`src/sv/bis_pkg.sv`:
```
// ----------------------------------------------------------------------------
// Bounded integer set package
// Widths, operation codes and controller/datapath interface types.
// ----------------------------------------------------------------------------
package bis_pkg;

  localparam int CAPACITY_DEF = 64;
  localparam int ELEM_W       = 32;
  localparam int MODE_W       = 2;
  localparam int SIZE_W       = 7;

  localparam logic [MODE_W-1:0] MODE_INSERT = 2'd0;
  localparam logic [MODE_W-1:0] MODE_REMOVE = 2'd1;
  localparam logic [MODE_W-1:0] MODE_QUERY  = 2'd2;

  typedef struct packed {
    logic clr_en;
    logic load;
    logic scan_en;
    logic commit;
  } cmd_t;

  typedef struct packed {
    logic idx_done;
  } status_t;

endpackage

```
`src/sv/bounded_integer_set_core.sv`:
```
// ----------------------------------------------------------------------------
// Bounded integer set core
// Insert, remove and membership test on a table of distinct 32-bit values.
// ----------------------------------------------------------------------------
// The table sits in a memory with one write port and one registered read
// port that is swept one entry per cycle to find a match and the lowest free
// slot. The last compare settles before a commit step writes the entry and
// the count; the commit waits while an earlier result is still unread. A new
// word is accepted only once the previous one has committed. After reset the
// core clears the table's valid marks in a pass with in_ready low. A finished
// result waits in the output register while the next word is accepted.
module bounded_integer_set_core #(
  parameter int CAPACITY = bis_pkg::CAPACITY_DEF
) (
  input  logic                              clk,
  input  logic                              rst_n,
  input  logic                              in_valid,
  output logic                              in_ready,
  input  logic [bis_pkg::MODE_W-1:0]        in_mode,
  input  logic signed [bis_pkg::ELEM_W-1:0] in_element,
  output logic                              out_valid,
  input  logic                              out_ready,
  output logic                              out_success,
  output logic                              out_table_full,
  output logic [bis_pkg::SIZE_W-1:0]        out_set_size
);

  bis_pkg::cmd_t    cmd;
  bis_pkg::status_t status;

  bis_ctrl u_ctrl (
    .clk       (clk),
    .rst_n     (rst_n),
    .in_valid  (in_valid),
    .in_ready  (in_ready),
    .out_valid (out_valid),
    .out_ready (out_ready),
    .status    (status),
    .cmd       (cmd)
  );

  bis_dpath #(
    .CAPACITY (CAPACITY)
  ) u_dpath (
    .clk            (clk),
    .rst_n          (rst_n),
    .cmd            (cmd),
    .status         (status),
    .in_mode        (in_mode),
    .in_element     (in_element),
    .out_success    (out_success),
    .out_table_full (out_table_full),
    .out_set_size   (out_set_size)
  );

endmodule

```
`src/sv/bis_ctrl.sv`:
```
// ----------------------------------------------------------------------------
// Bounded integer set controller
// Sequences the clearing pass, the table sweep and the result handoff.
// ----------------------------------------------------------------------------
module bis_ctrl (
  input  logic            clk,
  input  logic            rst_n,
  input  logic            in_valid,
  output logic            in_ready,
  output logic            out_valid,
  input  logic            out_ready,
  input  bis_pkg::status_t status,
  output bis_pkg::cmd_t    cmd
);

  typedef enum logic [3:0] {
    ST_CLEAR  = 4'b0001,
    ST_IDLE   = 4'b0010,
    ST_SCAN   = 4'b0100,
    ST_COMMIT = 4'b1000
  } state_t;

  state_t state_r, state_nxt;
  logic   out_valid_r, out_valid_nxt;

  always_comb begin
    state_nxt = state_r;
    cmd       = '0;
    in_ready  = 1'b0;
    unique case (state_r)
      ST_CLEAR: begin
        if (status.idx_done) begin
          state_nxt = ST_IDLE;
        end else begin
          cmd.clr_en = 1'b1;
        end
      end
      ST_IDLE: begin
        in_ready = 1'b1;
        if (in_valid) begin
          cmd.load  = 1'b1;
          state_nxt = ST_SCAN;
        end
      end
      ST_SCAN: begin
        if (status.idx_done) begin
          state_nxt = ST_COMMIT;
        end else begin
          cmd.scan_en = 1'b1;
        end
      end
      ST_COMMIT: begin
        if (!out_valid_r || out_ready) begin
          cmd.commit = 1'b1;
          state_nxt  = ST_IDLE;
        end
      end
      default: begin
        state_nxt = ST_CLEAR;
      end
    endcase
  end

  assign out_valid_nxt = cmd.commit | (out_valid_r & ~out_ready);
  assign out_valid     = out_valid_r;

  always_ff @(posedge clk) begin
    if (!rst_n) begin
      state_r     <= ST_CLEAR;
      out_valid_r <= 1'b0;
    end else begin
      state_r     <= state_nxt;
      out_valid_r <= out_valid_nxt;
    end
  end

endmodule

```
`src/sv/bis_dpath.sv`:
```
// ----------------------------------------------------------------------------
// Bounded integer set datapath
// Entry table, sweep counter, match and free-slot search, count and result.
// ----------------------------------------------------------------------------
module bis_dpath #(
  parameter int CAPACITY = bis_pkg::CAPACITY_DEF
) (
  input  logic                              clk,
  input  logic                              rst_n,
  input  bis_pkg::cmd_t                     cmd,
  output bis_pkg::status_t                  status,
  input  logic [bis_pkg::MODE_W-1:0]        in_mode,
  input  logic signed [bis_pkg::ELEM_W-1:0] in_element,
  output logic                              out_success,
  output logic                              out_table_full,
  output logic [bis_pkg::SIZE_W-1:0]        out_set_size
);

  localparam int AW = $clog2(CAPACITY);
  localparam int CW = $clog2(CAPACITY + 1);
  localparam int DW = bis_pkg::ELEM_W + 1;

  logic [DW-1:0]                  mem_r [CAPACITY];
  logic [DW-1:0]                  rd_data_r;
  logic [AW:0]                    idx_r, idx_nxt;
  logic                           cmp_vld_r;
  logic [AW-1:0]                  cmp_idx_r;
  logic                           found_r, found_nxt;
  logic [AW-1:0]                  found_idx_r, found_idx_nxt;
  logic                           free_r, free_nxt;
  logic [AW-1:0]                  free_idx_r, free_idx_nxt;
  logic [bis_pkg::MODE_W-1:0]     mode_r;
  logic [bis_pkg::ELEM_W-1:0]     elem_r;
  logic [CW-1:0]                  count_r, count_nxt;
  logic                           ok, full;
  logic                           wr_en;
  logic [AW-1:0]                  wr_addr;
  logic [DW-1:0]                  wr_data;
  logic                           op_wr;
  logic [AW-1:0]                  op_addr;
  logic                           op_valid;
  logic                           success_r, table_full_r;
  logic [bis_pkg::SIZE_W-1:0]     set_size_r;

  assign status.idx_done = (idx_r == (AW+1)'(CAPACITY));

  always_comb begin
    idx_nxt = idx_r;
    if (cmd.load) begin
      idx_nxt = '0;
    end else if (cmd.clr_en || cmd.scan_en) begin
      idx_nxt = idx_r + 1'b1;
    end
  end

  always_comb begin
    found_nxt     = found_r;
    found_idx_nxt = found_idx_r;
    free_nxt      = free_r;
    free_idx_nxt  = free_idx_r;
    if (cmd.load) begin
      found_nxt = 1'b0;
      free_nxt  = 1'b0;
    end else if (cmp_vld_r) begin
      if (rd_data_r[DW-1] && (rd_data_r[DW-2:0] == elem_r) && !found_r) begin
        found_nxt     = 1'b1;
        found_idx_nxt = cmp_idx_r;
      end
      if (!rd_data_r[DW-1] && !free_r) begin
        free_nxt     = 1'b1;
        free_idx_nxt = cmp_idx_r;
      end
    end
  end

  always_comb begin
    ok        = 1'b0;
    full      = 1'b0;
    op_wr     = 1'b0;
    op_addr   = found_idx_r;
    op_valid  = 1'b0;
    count_nxt = count_r;
    unique case (mode_r)
      bis_pkg::MODE_INSERT: begin
        if (!found_r) begin
          if (free_r) begin
            ok        = 1'b1;
            op_wr     = 1'b1;
            op_addr   = free_idx_r;
            op_valid  = 1'b1;
            count_nxt = count_r + 1'b1;
          end else begin
            full = 1'b1;
          end
        end
      end
      bis_pkg::MODE_REMOVE: begin
        if (found_r) begin
          ok    = 1'b1;
          op_wr = 1'b1;
          if (count_r != '0) begin
            count_nxt = count_r - 1'b1;
          end
        end
      end
      bis_pkg::MODE_QUERY: begin
        ok = found_r;
      end
      default: begin
        ok = 1'b0;
      end
    endcase
  end

  always_comb begin
    wr_en   = 1'b0;
    wr_addr = idx_r[AW-1:0];
    wr_data = '0;
    if (cmd.clr_en) begin
      wr_en = 1'b1;
    end else if (cmd.commit && op_wr) begin
      wr_en   = 1'b1;
      wr_addr = op_addr;
      wr_data = {op_valid, elem_r};
    end
  end

  always_ff @(posedge clk) begin
    if (wr_en) begin
      mem_r[wr_addr] <= wr_data;
    end
    rd_data_r <= mem_r[idx_r[AW-1:0]];
  end

  always_ff @(posedge clk) begin
    if (!rst_n) begin
      idx_r     <= '0;
      cmp_vld_r <= 1'b0;
      found_r   <= 1'b0;
      free_r    <= 1'b0;
      count_r   <= '0;
    end else begin
      idx_r     <= idx_nxt;
      cmp_vld_r <= cmd.scan_en;
      found_r   <= found_nxt;
      free_r    <= free_nxt;
      if (cmd.commit) begin
        count_r <= count_nxt;
      end
    end
  end

  always_ff @(posedge clk) begin
    cmp_idx_r   <= idx_r[AW-1:0];
    found_idx_r <= found_idx_nxt;
    free_idx_r  <= free_idx_nxt;
    if (cmd.load) begin
      mode_r <= in_mode;
      elem_r <= in_element;
    end
    if (cmd.commit) begin
      success_r    <= ok;
      table_full_r <= full;
      set_size_r   <= bis_pkg::SIZE_W'(count_nxt);
    end
  end

  assign out_success    = success_r;
  assign out_table_full = table_full_r;
  assign out_set_size   = set_size_r;

endmodule

```
`config.mk`:
```
export PLATFORM = sky130hd
export DESIGN_NAME = bounded_integer_set_core
export DESIGN_NICKNAME = d
export VERILOG_FILES = /design/src/sv/bis_pkg.sv /design/src/sv/bounded_integer_set_core.sv /design/src/sv/bis_ctrl.sv /design/src/sv/bis_dpath.sv
export SDC_FILE = /design/constraint.sdc
export NUM_CORES = 2
export LEC_CHECK = 0
export ABC_AREA = 1
export BUFFER_PORTS_ARGS = -buffer_cell sky130_fd_sc_hd__clkbuf_2
export CAP_MARGIN = 40
export CELL_PAD_IN_SITES_DETAIL_PLACEMENT = 1
export CELL_PAD_IN_SITES_GLOBAL_PLACEMENT = 2
export CORE_MARGIN = 10
export CORE_UTILIZATION = 37
export DETAILED_ROUTE_END_ITERATION = 8
export PLACE_DENSITY_LB_ADDON = 0.1
export RECOVER_POWER = 50
export SLEW_MARGIN = 20
export SYNTH_ARGS = -nofsm -noshare
export SYNTH_HDL_FRONTEND = slang
export SYNTH_SLANG_ARGS = --single-unit
```
`constraint.sdc`:
```
create_clock -name clk -period 5.1 [get_ports clk]
set_input_delay 0.765 -clock clk [delete_from_list [all_inputs] [get_ports clk]]
set_output_delay 0.765 -clock clk [all_outputs]
set_load 0.005 [all_outputs]
```
==> impl_metrics.py <==
metrics = {
    "run_status": {
        "outcome": "complete, but fails checks",
        "violations": "max-capacitance violations, max-slew violations",
    },
    "yosys": {
        "synth-seq-area-share_pct": 70.2,
        "synth_cells": 9117,
        "ys_ff_latch": 2228,
        "syn_nets": 9164,
        "avgSynthCellArea_um2": 10.4,
        "yosys.area.top_type_share_pct": 68.9,
        "yosys.area.top_type": "edfxtp_1",
        "ys_types": 42,
        "syn-cell-area_um2": 94500,
        "synthTopCellsByArea": "edfxtp_1 (69%), nand2_1 (16%), nor2_1 (3.5%), inv_1 (3.0%), nand3_1 (1.7%)",
        "synth_most_common_cell": "nand2_1",
        "ys_top_cells_by_count": "nand2_1 (3925), edfxtp_1 (2167), nor2_1 (884)",
        "postSynth.asyncResetShare_pct": 0,
        "synth_top_flop_cell": "edfxtp_1",
        "synth-edff-count": 2167,
        "yosys_warnings": 0,
    },
    "cts": {
        "clk_latency_ns": 0.94,
        "clkTransAtPathRegs_ns": 0.05,
        "clockRootBuffer": "clkbuf_16",
        "cts_tree": "done",
        "htreeDepth": 5,
        "clk_path_buf_depth": 4,
        "cts_buffers": 274,
        "postCtsSetupRepairBufs": 0,
        "clock_sinks": 2228,
    },
    "placed_design": {
        "dpl-instance-area_um2": 99700,
        "port_buffers": 48,
        "dp_hpwl_mm": 186,
        "routabilityCongestion": 0.828,
    },
    "grt": {
        "grt_max_degree": 159,
        "grt_pass1_vias": 65700,
        "grt.total_usage_pct": 22.2,
        "antenna_found_initial": 16,
        "gr-total-overflow": 0,
        "grt_pass1_wl_mm": 456,
    },
    "drt": {
        "totalWireLength_mm": 315,
        "avgRoutedWirePerCell_um": 24.5,
        "via_per_inst": 4.96,
        "drc": 0,
        "num_vias": 63700,
        "drt_iter0_drc": 4878,
        "drt_pass1_iterations": 5,
        "drt.antenna.violating_nets": 0,
    },
    "floorplan": {
        "dieArea_um2": 276000,
        "num_rows": 185,
        "start_util_pct": 37.2,
        "io_pins": 49,
        "die_x_um": 525,
        "die_y_um": 525,
        "core_um2": 254000,
    },
    "sta": {
        "final.min_clock_period_ns": 4.43,
        "fmax_mhz": 225,
        "setup_viol": 0,
        "fin_crit_sh_pct": 87.0,
        "tns_ns": 0,
        "hold_violations": 0,
        "clock-skew-final_ns": 0.0490,
        "relSlewSlack_pct": -87.1,
        "hold_slack_ns": 0.0926,
        "worst_pin_slew_ns": 2.81,
        "drv_slew": 479,
        "rsz0062_at_grt": "false",
    },
    "finish": {
        "drive_gt1_share_pct": 7.47,
        "fin_area_um2": 107000,
        "final-seq-area_um2": 66300,
        "fill_cells": 27700,
        "nNetsFinal": 9315,
        "area_growth_pct": 13.8,
        "multi_input_area_um2": 23400,
    },
    "power_and_ir_drop": {
        "ir_drop_mv": 0.337,
        "power-per-cell-area_nw_per_um2": 485,
        "power.leakage_nw": 43.8,
        "total_power_mw": 52.1,
    },
    "critical_path": {
        "cp.arrival_ns": 4.86,
        "cp_slowest_stage_delay_ns": 1.40,
        "end_kind": "flip-flop",
        "worstSetupPathType": "reg -> reg",
        "cp_slowest_cell": "buf_2",
        "crit_chain": "inv_1 -> ha_1 -> nand3_1 -> o21ai_0 -> nand2_1 -> buf_12 -> nor2_4 -> buf_2",
        "worstSetupStartpointType": "flip-flop",
        "path_max_fanout": 64,
        "critPathRequiredTime_ns": 5.52,
    },
    "min_path": {
        "hp-class": "in -> reg",
    },
    "flow_run": {
        "maxCapViolCount": 12,
    },
}
## cell families (layout without fill, tap and decap cells)
| family | Yosys count | after routing | synth area share (%) |
|---|---|---|---|
| xor gates and xnor gates | 19 | 19 | 0.176 |
| DFF | 2228 | 2228 | 70.2 |
| and+or+nand+nor | 5211 | 5211 | 21.4 |
| adders and majority gates | 9 | 9 | 0.119 |
| other | 0 | 20 | 0 |
| buffers and inverters | 1197 | 1525 | 5.67 |
| AOI/OAI and AO/OA | 453 | 453 | 2.43 |
## power breakdown
| group | internal (mW) | switching, mW | total [mW] | leakage (nW) |
|---|---|---|---|---|
| logic | 3.46 | 10.2 | 13.7 | 20.8 |
| clock network | 10.3 | 7.43 | 17.7 | 3.86 |
| registers | 20.4 | 0.303 | 20.7 | 19.1 |
| total | 34.2 | 18.0 | 52.1 | 43.8 |
## state kept, by name, indices dropped and copies added, names as in the netlist, 2 cells and up
name	cells
u_ctrl.state_r	4
u_dpath.idx_r	7
u_dpath.rd_data_r	33
u_dpath.cmp_idx_r	6
u_dpath.free_idx_r	6
u_dpath.out_set_size	7
u_dpath.elem_r	32
u_dpath.count_r	7
u_dpath.mode_r	2
u_dpath.found_idx_r	6
u_dpath.mem_r	2112
## what timing repair did
item                                   4_1_cts  5_1_grt
setup endpoints to repair                    0        0
resized for setup                            0        0
hold buffers                                30        0
endpoints found under the hold margin       30        0
## cell type report
cell class | instances | area share [%]
Sequential cell | 2228 | 61.7
Timing Repair Buffer | 304 | 2.56
Clock inverter | 100 | 0.532
Antenna cell | 20 | 0.0466
Tap cell | 3366 | 3.92
Clock buffer | 353 | 6.83
Inverter | 768 | 2.70
Multi-Input combinational cell | 5692 | 21.7
## placed cells by master (no fill, tap or decap), types with 10 or more instances in the layout
| cell | Yosys | layout |
|---|---|---|
| clkinv_2 | 0 | 27 |
| clkbuf_2 | 0 | 56 |
| inv_1 | 760 | 760 |
| edfxtp_1 | 2167 | 2167 |
| nor2_4 | 1 | 77 |
| nand3_1 | 328 | 330 |
| clkbuf_1 | 143 | 100 |
| nor2_2 | 32 | 31 |
| dfxtp_1 | 61 | 60 |
| nand2_1 | 3925 | 3923 |
| diode_2 | 0 | 20 |
| nand4_1 | 13 | 13 |
| o21ai_1 | 172 | 167 |
| clkbuf_16 | 0 | 282 |
| o21ai_0 | 246 | 251 |
| xor2_1 | 10 | 10 |
| dlygate4sd3_1 | 0 | 30 |
| buf_12 | 1 | 46 |
| nor2_1 | 884 | 809 |
| a21oi_1 | 23 | 23 |
| buf_4 | 52 | 131 |
| clkinv_1 | 3 | 59 |
## critical path, delay by kind of cell, from the launching register on
kind	cells	cell delay (ns)
flops	1	0.42
compound gates	1	0.31
fa+ha+maj	1	0.27
simple gates	3	0.94
buf+inv	3	1.84
## layer usage
metal | global-route usage (%) | part of all wire [%] | wire length [µm] | up-vias
met5 | 0 | 0.0041 | 13 | -
met4 | 6.09 | 2.8 | 8920 | 2
met3 | 2.80 | 3.8 | 12100 | 398
met2 | 37.6 | 48 | 152000 | 1125
met1 | 30.1 | 45 | 142000 | 32300
li1 | - | - | - | 29800
## stage by stage
step | utilization (%) | setup slack, ns | cells
6_report | 42.3 | 0.665 | 12800
5_1_grt | 42.3 | 0.318 | 12800
4_1_cts | 42.5 | 0.822 | 12800
3_5_place_dp | 39.2 | 0.861 | 12300
3_3_place_gp | 39.1 | 0.831 | 12300
2_1_floorplan | - | 1.36 | 9117
## final timing paths
check	startpoint	endpoint	slack, ns	depth (start not counted)
setup / recovery	u_dpath.mode_r[0]$_DFFE_PP_	u_dpath.mem_r[55][26]$_DFFE_PP_	0.67	8
hold / removal	in_mode[0]	u_dpath.mode_r[0]$_DFFE_PP_	0.09	1
setup reg to reg	u_dpath.mode_r[0]$_DFFE_PP_	u_dpath.mem_r[55][26]$_DFFE_PP_	0.67	8
hold reg to reg	u_dpath.cmp_idx_r[1]$_DFF_P_	u_dpath.free_idx_r[1]$_DFFE_PP_	0.44	0
No activity file was read; power rests on OpenSTA's default activity.
